==> config.mk <==
export PLATFORM = sky130hd
export DESIGN_NAME = srv_sqrt
export DESIGN_NICKNAME = d
export VERILOG_FILES = /design/src/sv/snell_refraction_vector_unit_defines.svh /design/src/sv/srv_pkg.sv /design/src/sv/srv_sqrt.sv
export SDC_FILE = /design/constraint.sdc
export NUM_CORES = 2
export LEC_CHECK = 0
export BUFFER_PORTS_ARGS = -buffer_cell sky130_fd_sc_hd__buf_2
export CAP_MARGIN = 20
export CELL_PAD_IN_SITES_DETAIL_PLACEMENT = 0
export CELL_PAD_IN_SITES_GLOBAL_PLACEMENT = 2
export CORE_MARGIN = 3
export CORE_UTILIZATION = 49
export CTS_CLUSTER_SIZE = 40
export DETAILED_ROUTE_END_ITERATION = 8
export MAX_ROUTING_LAYER = met4
export PLACE_DENSITY = 0.87
export SETUP_SLACK_MARGIN = 0.1
export SLEW_MARGIN = 15
export SYNTH_ARGS = -nofsm -noshare
export SYNTH_HDL_FRONTEND = slang
export SYNTH_SLANG_ARGS = --single-unit
==> constraint.sdc <==
create_clock -name aclk -period 17.1 [get_ports aclk]
set_clock_uncertainty 0.2 [all_clocks]
set_input_delay 0.855 -clock aclk [delete_from_list [all_inputs] [get_ports aclk]]
set_output_delay 0.855 -clock aclk [all_outputs]
set_load 0.03 [all_outputs]
==> src/sv/snell_refraction_vector_unit_defines.svh <==
// ----------------------------------------------------------------------------
// snell refraction vector unit assertion macros
// shared property wrappers clocked on aclk, off while aresetn is low
// ----------------------------------------------------------------------------
`ifndef SNELL_REFRACTION_VECTOR_UNIT_DEFINES_SVH
`define SNELL_REFRACTION_VECTOR_UNIT_DEFINES_SVH

// same-cycle implication
`define SRV_ASSERT_IMP(lbl, ante, cons, msg) \
    lbl: assert property (@(posedge aclk) disable iff (!aresetn) (ante) |-> (cons)) \
        else $error(msg);

// next-cycle implication
`define SRV_ASSERT_NXT(lbl, ante, cons, msg) \
    lbl: assert property (@(posedge aclk) disable iff (!aresetn) (ante) |=> (cons)) \
        else $error(msg);

`endif

==> src/sv/srv_pkg.sv <==
// ----------------------------------------------------------------------------
// srv_pkg
// widths, constants and sideband types of the refraction pipeline
// ----------------------------------------------------------------------------
`default_nettype none

package srv_pkg;

    localparam int FRAC_BITS = 14;
    localparam int IN_W      = 16;
    localparam int OUT_W     = IN_W + 2;
    localparam int ETA_IP_W  = 19;          // eta*i and eta*cos_i products
    localparam int SQ_IN_W   = 36;          // radicand, even width
    localparam int SQ_OUT_W  = SQ_IN_W / 2; // root
    localparam int SQ_REM_W  = SQ_OUT_W + 2;
    localparam int SQ_STAGES = SQ_OUT_W;

    localparam int ONE = 1 << FRAC_BITS;

    // values that ride alongside the square root
    typedef struct packed {
        logic [2:0][IN_W-1:0]     nv;
        logic [2:0][ETA_IP_W-1:0] ei;
        logic [ETA_IP_W-1:0]      eci;
        logic                     tir;
    } sqrt_sb_t;

endpackage

`default_nettype wire

==> src/sv/srv_sqrt.sv <==
// ----------------------------------------------------------------------------
// srv_sqrt
// pipelined floor square root, one result bit per stage, with sideband
// ----------------------------------------------------------------------------
`default_nettype none

module srv_sqrt (
    input  wire logic                         aclk,
    input  wire logic                         aresetn,
    input  wire logic                         in_valid,
    output logic                              in_ready,
    input  wire logic [srv_pkg::SQ_IN_W-1:0]  in_radicand,
    input  wire srv_pkg::sqrt_sb_t            in_sb,
    output logic                              out_valid,
    input  wire logic                         out_ready,
    output logic [srv_pkg::SQ_OUT_W-1:0]      out_root,
    output srv_pkg::sqrt_sb_t                 out_sb
);

    localparam int N  = srv_pkg::SQ_STAGES;
    localparam int RW = srv_pkg::SQ_REM_W;
    localparam int QW = srv_pkg::SQ_OUT_W;
    localparam int DW = srv_pkg::SQ_IN_W;

    logic                v_reg    [N];
    logic [DW-1:0]       rad_reg  [N];
    logic [QW-1:0]       root_reg [N];
    logic [RW-1:0]       rem_reg  [N];
    srv_pkg::sqrt_sb_t   sb_reg   [N];

    logic                rdy      [N];
    logic [DW-1:0]       rad_next [N];
    logic [QW-1:0]       root_next[N];
    logic [RW-1:0]       rem_next [N];

    // stall chain, a stage moves when the one after it is empty or moving
    always_comb begin
        rdy[N-1] = !v_reg[N-1] || out_ready;
        for (int i = N - 2; i >= 0; i--) begin
            rdy[i] = !v_reg[i] || rdy[i+1];
        end
    end

    assign in_ready = rdy[0];

    // one restoring step per stage
    always_comb begin
        logic [DW-1:0]  rin;
        logic [QW-1:0]  qin;
        logic [RW-1:0]  remin;
        logic [RW+1:0]  trial;
        logic [RW+1:0]  test;
        for (int i = 0; i < N; i++) begin
            if (i == 0) begin
                rin   = in_radicand;
                qin   = '0;
                remin = '0;
            end else begin
                rin   = rad_reg[i-1];
                qin   = root_reg[i-1];
                remin = rem_reg[i-1];
            end
            trial = {remin, rin[DW-1 -: 2]};
            test  = {2'b00, qin, 2'b01};
            rad_next[i] = {rin[DW-3:0], 2'b00};
            if (trial >= test) begin
                rem_next[i]  = RW'(trial - test);
                root_next[i] = {qin[QW-2:0], 1'b1};
            end else begin
                rem_next[i]  = RW'(trial);
                root_next[i] = {qin[QW-2:0], 1'b0};
            end
        end
    end

    // stage valid bits
    always_ff @(posedge aclk) begin
        for (int i = 0; i < N; i++) begin
            if (!aresetn) begin
                v_reg[i] <= 1'b0;
            end else if (rdy[i]) begin
                v_reg[i] <= (i == 0) ? in_valid : v_reg[i-1 < 0 ? 0 : i-1];
            end
        end
    end

    // stage payload
    always_ff @(posedge aclk) begin
        for (int i = 0; i < N; i++) begin
            if (rdy[i]) begin
                rad_reg[i]  <= rad_next[i];
                root_reg[i] <= root_next[i];
                rem_reg[i]  <= rem_next[i];
                sb_reg[i]   <= (i == 0) ? in_sb : sb_reg[i-1 < 0 ? 0 : i-1];
            end
        end
    end

    assign out_valid = v_reg[N-1];
    assign out_root  = root_reg[N-1];
    assign out_sb    = sb_reg[N-1];

endmodule

`default_nettype wire

Word-level counts from Yosys, hierarchy flattened --
Memories as Yosys holds them, arrays and structs flattened. Cells that the tools add are included.
Word-level totals: memories kept 5, bits of input ports 165, output and inout bits 145, memory bits (writable) 3564, flip-flop bits (word level) 0, word-level logic and storage cells 222
Memory list:
- sb_reg | depth 18, bits a word 125, read ports 18, clocked after memory_dff 0, write ports 18, line srv_sqrt.sv:29 | srv_pkg::sqrt_sb_t sb_reg [N];
- rad_reg | depth 18, bits a word 34, read ports 17, clocked after memory_dff 0, write ports 18, line srv_sqrt.sv:26 | logic [DW-1:0] rad_reg [N];
- rem_reg | depth 18, bits a word 20, read ports 17, clocked after memory_dff 0, write ports 18, line srv_sqrt.sv:28 | logic [RW-1:0] rem_reg [N];
- root_reg | depth 18, bits a word 18, read ports 18, clocked after memory_dff 0, write ports 18, line srv_sqrt.sv:27 | logic [QW-1:0] root_reg [N];
- v_reg | depth 18, bits a word 1, read ports 18, clocked after memory_dff 0, write ports 18, line srv_sqrt.sv:25 | logic v_reg [N];
Cells by class: reduce and logical (&&, ||, !) cells 36, add/sub/neg operators 18, magnitude comparators 18, muxes and demuxes 127, bitwise logic cells 18
Operators by type and width (number):
- greater-or-equal comparator 22 x 20 -> 1 bit | 17
- 2-to-1 mux 20 bit | 18
- subtractor 20 bit | 17
- 2-to-1 mux 1 bit | 109
- logical NOT 1 bit | 18
- logical OR 1 bit | 18
- OR 1 bit | 18
- subtractor 2 x 1 -> 3 bit (second input constant) | 1
- greater-or-equal comparator 2 x 1 -> 1 bit (second input constant) | 1

Longest topological paths before layout --
An unclocked memory read counts as a cell.
depth after elaboration 24, gate-level depth with buffers 12, depth with buffers taken out 11

Worst setup path after synthesis --
Ideal clock, no wire load.
path type input to register, from in out_ready, to mem v_reg[0], data pin, path slack 3.537 ns, arrival 13.089 ns, buffers on the path 2, stages 11, cells stage by stage nor2b_1 > and3_1 > clkbuf_1 > and3_1 > inv_2 > nor2_1 > and2_1 > clkbuf_1 > nand4_1 > or2_1 > and3_1
RTL lines:
- start, declared | line srv_sqrt.sv:15 | input wire logic out_ready,
- end, declared | line srv_sqrt.sv:25

==> impl_metrics.json <==
{
  "status": "completed",
  "htreeDepth": 5,
  "max_cap_violations": 0,
  "yosysTopAreaCell": "edfxtp_1",
  "critPathSlowestCell": "and2_1",
  "hp-start": "in_radicand[13]",
  "worst_pin_slew_ns": 1.15,
  "fin_total_pwr_uw": 16600,
  "io_pins": 310,
  "vias": 44700,
  "slowest_delay_ns": 0.76,
  "fin_setup_tns_ns": 0,
  "post-route-drc-count": 0,
  "end_kind": "output port",
  "netlist_instances": 5033,
  "final_antenna_net_count": 0,
  "synth.avg_cell_area_sq_um": 20.8,
  "p_per_area_nw_per_um2": 137,
  "synth_compound_area_frac": 0.0289,
  "routed_wl_microns": 182000,
  "startpoint": "v_reg[17]$_DFFE_PP_",
  "track_usage": 0.171,
  "crit_top_cell": "and3_1",
  "period_share": 0.410,
  "clkTransAtPathRegs_ns": 0.06,
  "dp.cells": 8164,
  "hp-class": "in -> reg",
  "grt_max_degree": 110,
  "port_buffers": 309,
  "cp_cell_sequence": "nor2b_1 -> and3_1 -> and3_1 -> inv_8 -> nor2_1 -> and2_1 -> nand4_1 -> buf_4 -> or2_4 -> buf_2",
  "nets": 6179,
  "synth_cell_types": 81,
  "cts_tree": "built",
  "synth_seq_area_share": 0.878,
  "fp.dieH_microns": 468,
  "maxSlewViolCount": 0,
  "synthAdderAreaFrac": 0.0227,
  "peakVddDrop_mv": 0.132,
  "min_period_ns": 7.01,
  "synthMuxAreaShare": 0.00414,
  "max_freq_mhz": 143,
  "crit_buf_inv": 3,
  "yosys_warnings": 0,
  "numClockSinks": 3062,
  "fin_cells": 8867,
  "via_per_inst": 5.04,
  "coreArea_sq_um": 212000,
  "maxSlewHeadroom": 0.234,
  "yosysMostFrequentCell": "edfxtp_1",
  "antenna_found_initial": 8,
  "grt_pass1_vias": 46300,
  "synth_common_cells": "3061 x edfxtp_1, 240 x inv_1, 190 x ha_1, 186 x nor2_1, 167 x a21oi_1",
  "area_growth_pct": 16.0,
  "final_core_util": 0.572,
  "rsz0062_at_grt": "false",
  "worst-path-max-fanout": 103,
  "required_ns": 16.05,
  "synth_simple_gate_area_frac": 0.0357,
  "largest_reg_flops": 2250,
  "drtIter0Drc": 3370,
  "r2r_start": "v_reg[17]$_DFFE_PP_",
  "grt_pass1_wl_microns": 275000,
  "gp_congestion": 0.850,
  "worstSkewPairLatency_ns": 0.92,
  "first_pass_iters": 7,
  "cp-start-kind": "flip-flop",
  "synthArstFlopShare": 0,
  "std_cell_rows": 169,
  "syn_area_sq_um": 105000,
  "cpLargestDelayFamily": "simple AND/OR/NAND/NOR gates",
  "drive_gt1_frac": 0.139,
  "syn_nets": 5388,
  "cts_buffers": 317,
  "critPathKind": "reg -> out",
  "cts_root_buf": "clkbuf_16",
  "synth-xor-area-share": 0.0197,
  "synth_top_family_by_area": "simple AND/OR/NAND/NOR gates",
  "leakage_uw": 0.0460,
  "dpl.hpwl_microns": 104000,
  "synth_flop_cell": "edfxtp_1",
  "yosys_register_bits": 3062,
  "cts_buffer_depth": 4,
  "setup_violations": 0,
  "post_drt_wl_per_cell_microns": 20.5,
  "cts_setup_buffers": 0,
  "synth_area_leaders": "edfxtp_1 88%, ha_1 2.3%, xnor2_1 1.0%",
  "fp.dieW_microns": 468,
  "initial_utilization": 0.493,
  "synth_top_area_frac": 0.878,
  "synth_edf_count": 3061,
  "gr-total-overflow": 0,
  "hold_viol": 0,
  "die_area_sq_um": 219000,
  "arrival_ns": 5.96
}
[cell usage in the layout (no fill, tap or decap), types with 18 or more instances in the layout]
cell	netlist	routed
o21a_1	39	39
clkbuf_1	29	60
nand2_1	155	148
dlygate4sd3_1	0	161
a21oi_1	167	167
a21o_1	46	46
nand4_1	22	22
xnor2_1	121	121
nor3_1	73	73
nand3_1	51	48
clkinv_2	0	47
and3_1	32	32
nand2b_1	35	35
or3_1	27	27
mux2_2	19	19
a211oi_1	20	20
buf_4	2	37
inv_1	240	235
nor2b_1	31	31
o21ai_1	37	37
edfxtp_1	3061	3061
xor2_1	113	113
clkbuf_16	0	321
nor2_1	186	186
clkinv_1	0	56
nor4_1	46	45
buf_2	5	309
o21ai_0	76	76
o31ai_1	18	18
ha_1	190	190
bufinv_16	0	26
[metrics by stage]
step                      worst slack [ns]  hold WS, ns  area [sq um]
final                                10.09       0.0787        121000
after global placement               10.60        0.200        110000
after floorplan                       3.54        0.200        105000
after detailed placement             10.45        0.205        110000
after CTS                             9.94      0.00667        121000
after global routing                  9.68      0.00156        121000
[power by group]
| part | switching (uW) | internal (uW) | leakage (uW) |
|---|---|---|---|
| Sequential | 317 | 8930 | 0.0320 |
| Clock | 2690 | 3820 | 0.00474 |
| Combinational | 478 | 415 | 0.00923 |
[kinds of logic (layout without fill, tap and decap cells)]
kind of cell | Yosys count | count (layout)
flip-flops | 3062 | 3062
AND/OR/NAND/NOR | 737 | 737
AO/OA/AOI/OAI | 487 | 487
buffers and inverters | 282 | 1291
XOR/XNOR | 235 | 235
adder cells (fa/ha/maj) | 190 | 190
multiplexers | 39 | 39
other | 1 | 5
[metal layers]
layer,up-vias,global-route usage,share of wire
met1,22100,0.200,0.39
li1,21100,-,-
met2,1170,0.293,0.52
met4,0,0.0695,0.038
met5,-,-,0
met3,367,0.0314,0.046
[layout make-up]
| class | instances | area, sq um |
|---|---|---|
| multi-input cells | 1689 | 11800 |
| flip-flops and latches | 3062 | 91900 |
| inverters | 244 | 961 |
| well taps | 2821 | 3530 |
| fillers | 15200 | 90900 |
| repair buffers | 510 | 3490 |
| clock inverters | 156 | 1460 |
| diodes | 4 | 10.0 |
| clock buffers | 381 | 8260 |
[path summary, 6_finish.rpt]
kind / slack [ns] / cells after the start / end
setup reg to reg: 11.09 / 11 / v_reg[0]$_DFFE_PP_
hold / removal: 0.08 / 1 / rad_reg[0][13]$_DFFE_PP_
setup / recovery: 10.09 / 10 / in_ready
hold reg to reg: 0.17 / 0 / rad_reg[10][32]$_DFFE_PP_
[what timing repair did]
item,4_1_cts,5_1_grt
gates resized for setup,0,0
hold buffers,161,0
hold endpoints to repair,161,0
No activity file was read; power rests on OpenSTA's default activity.
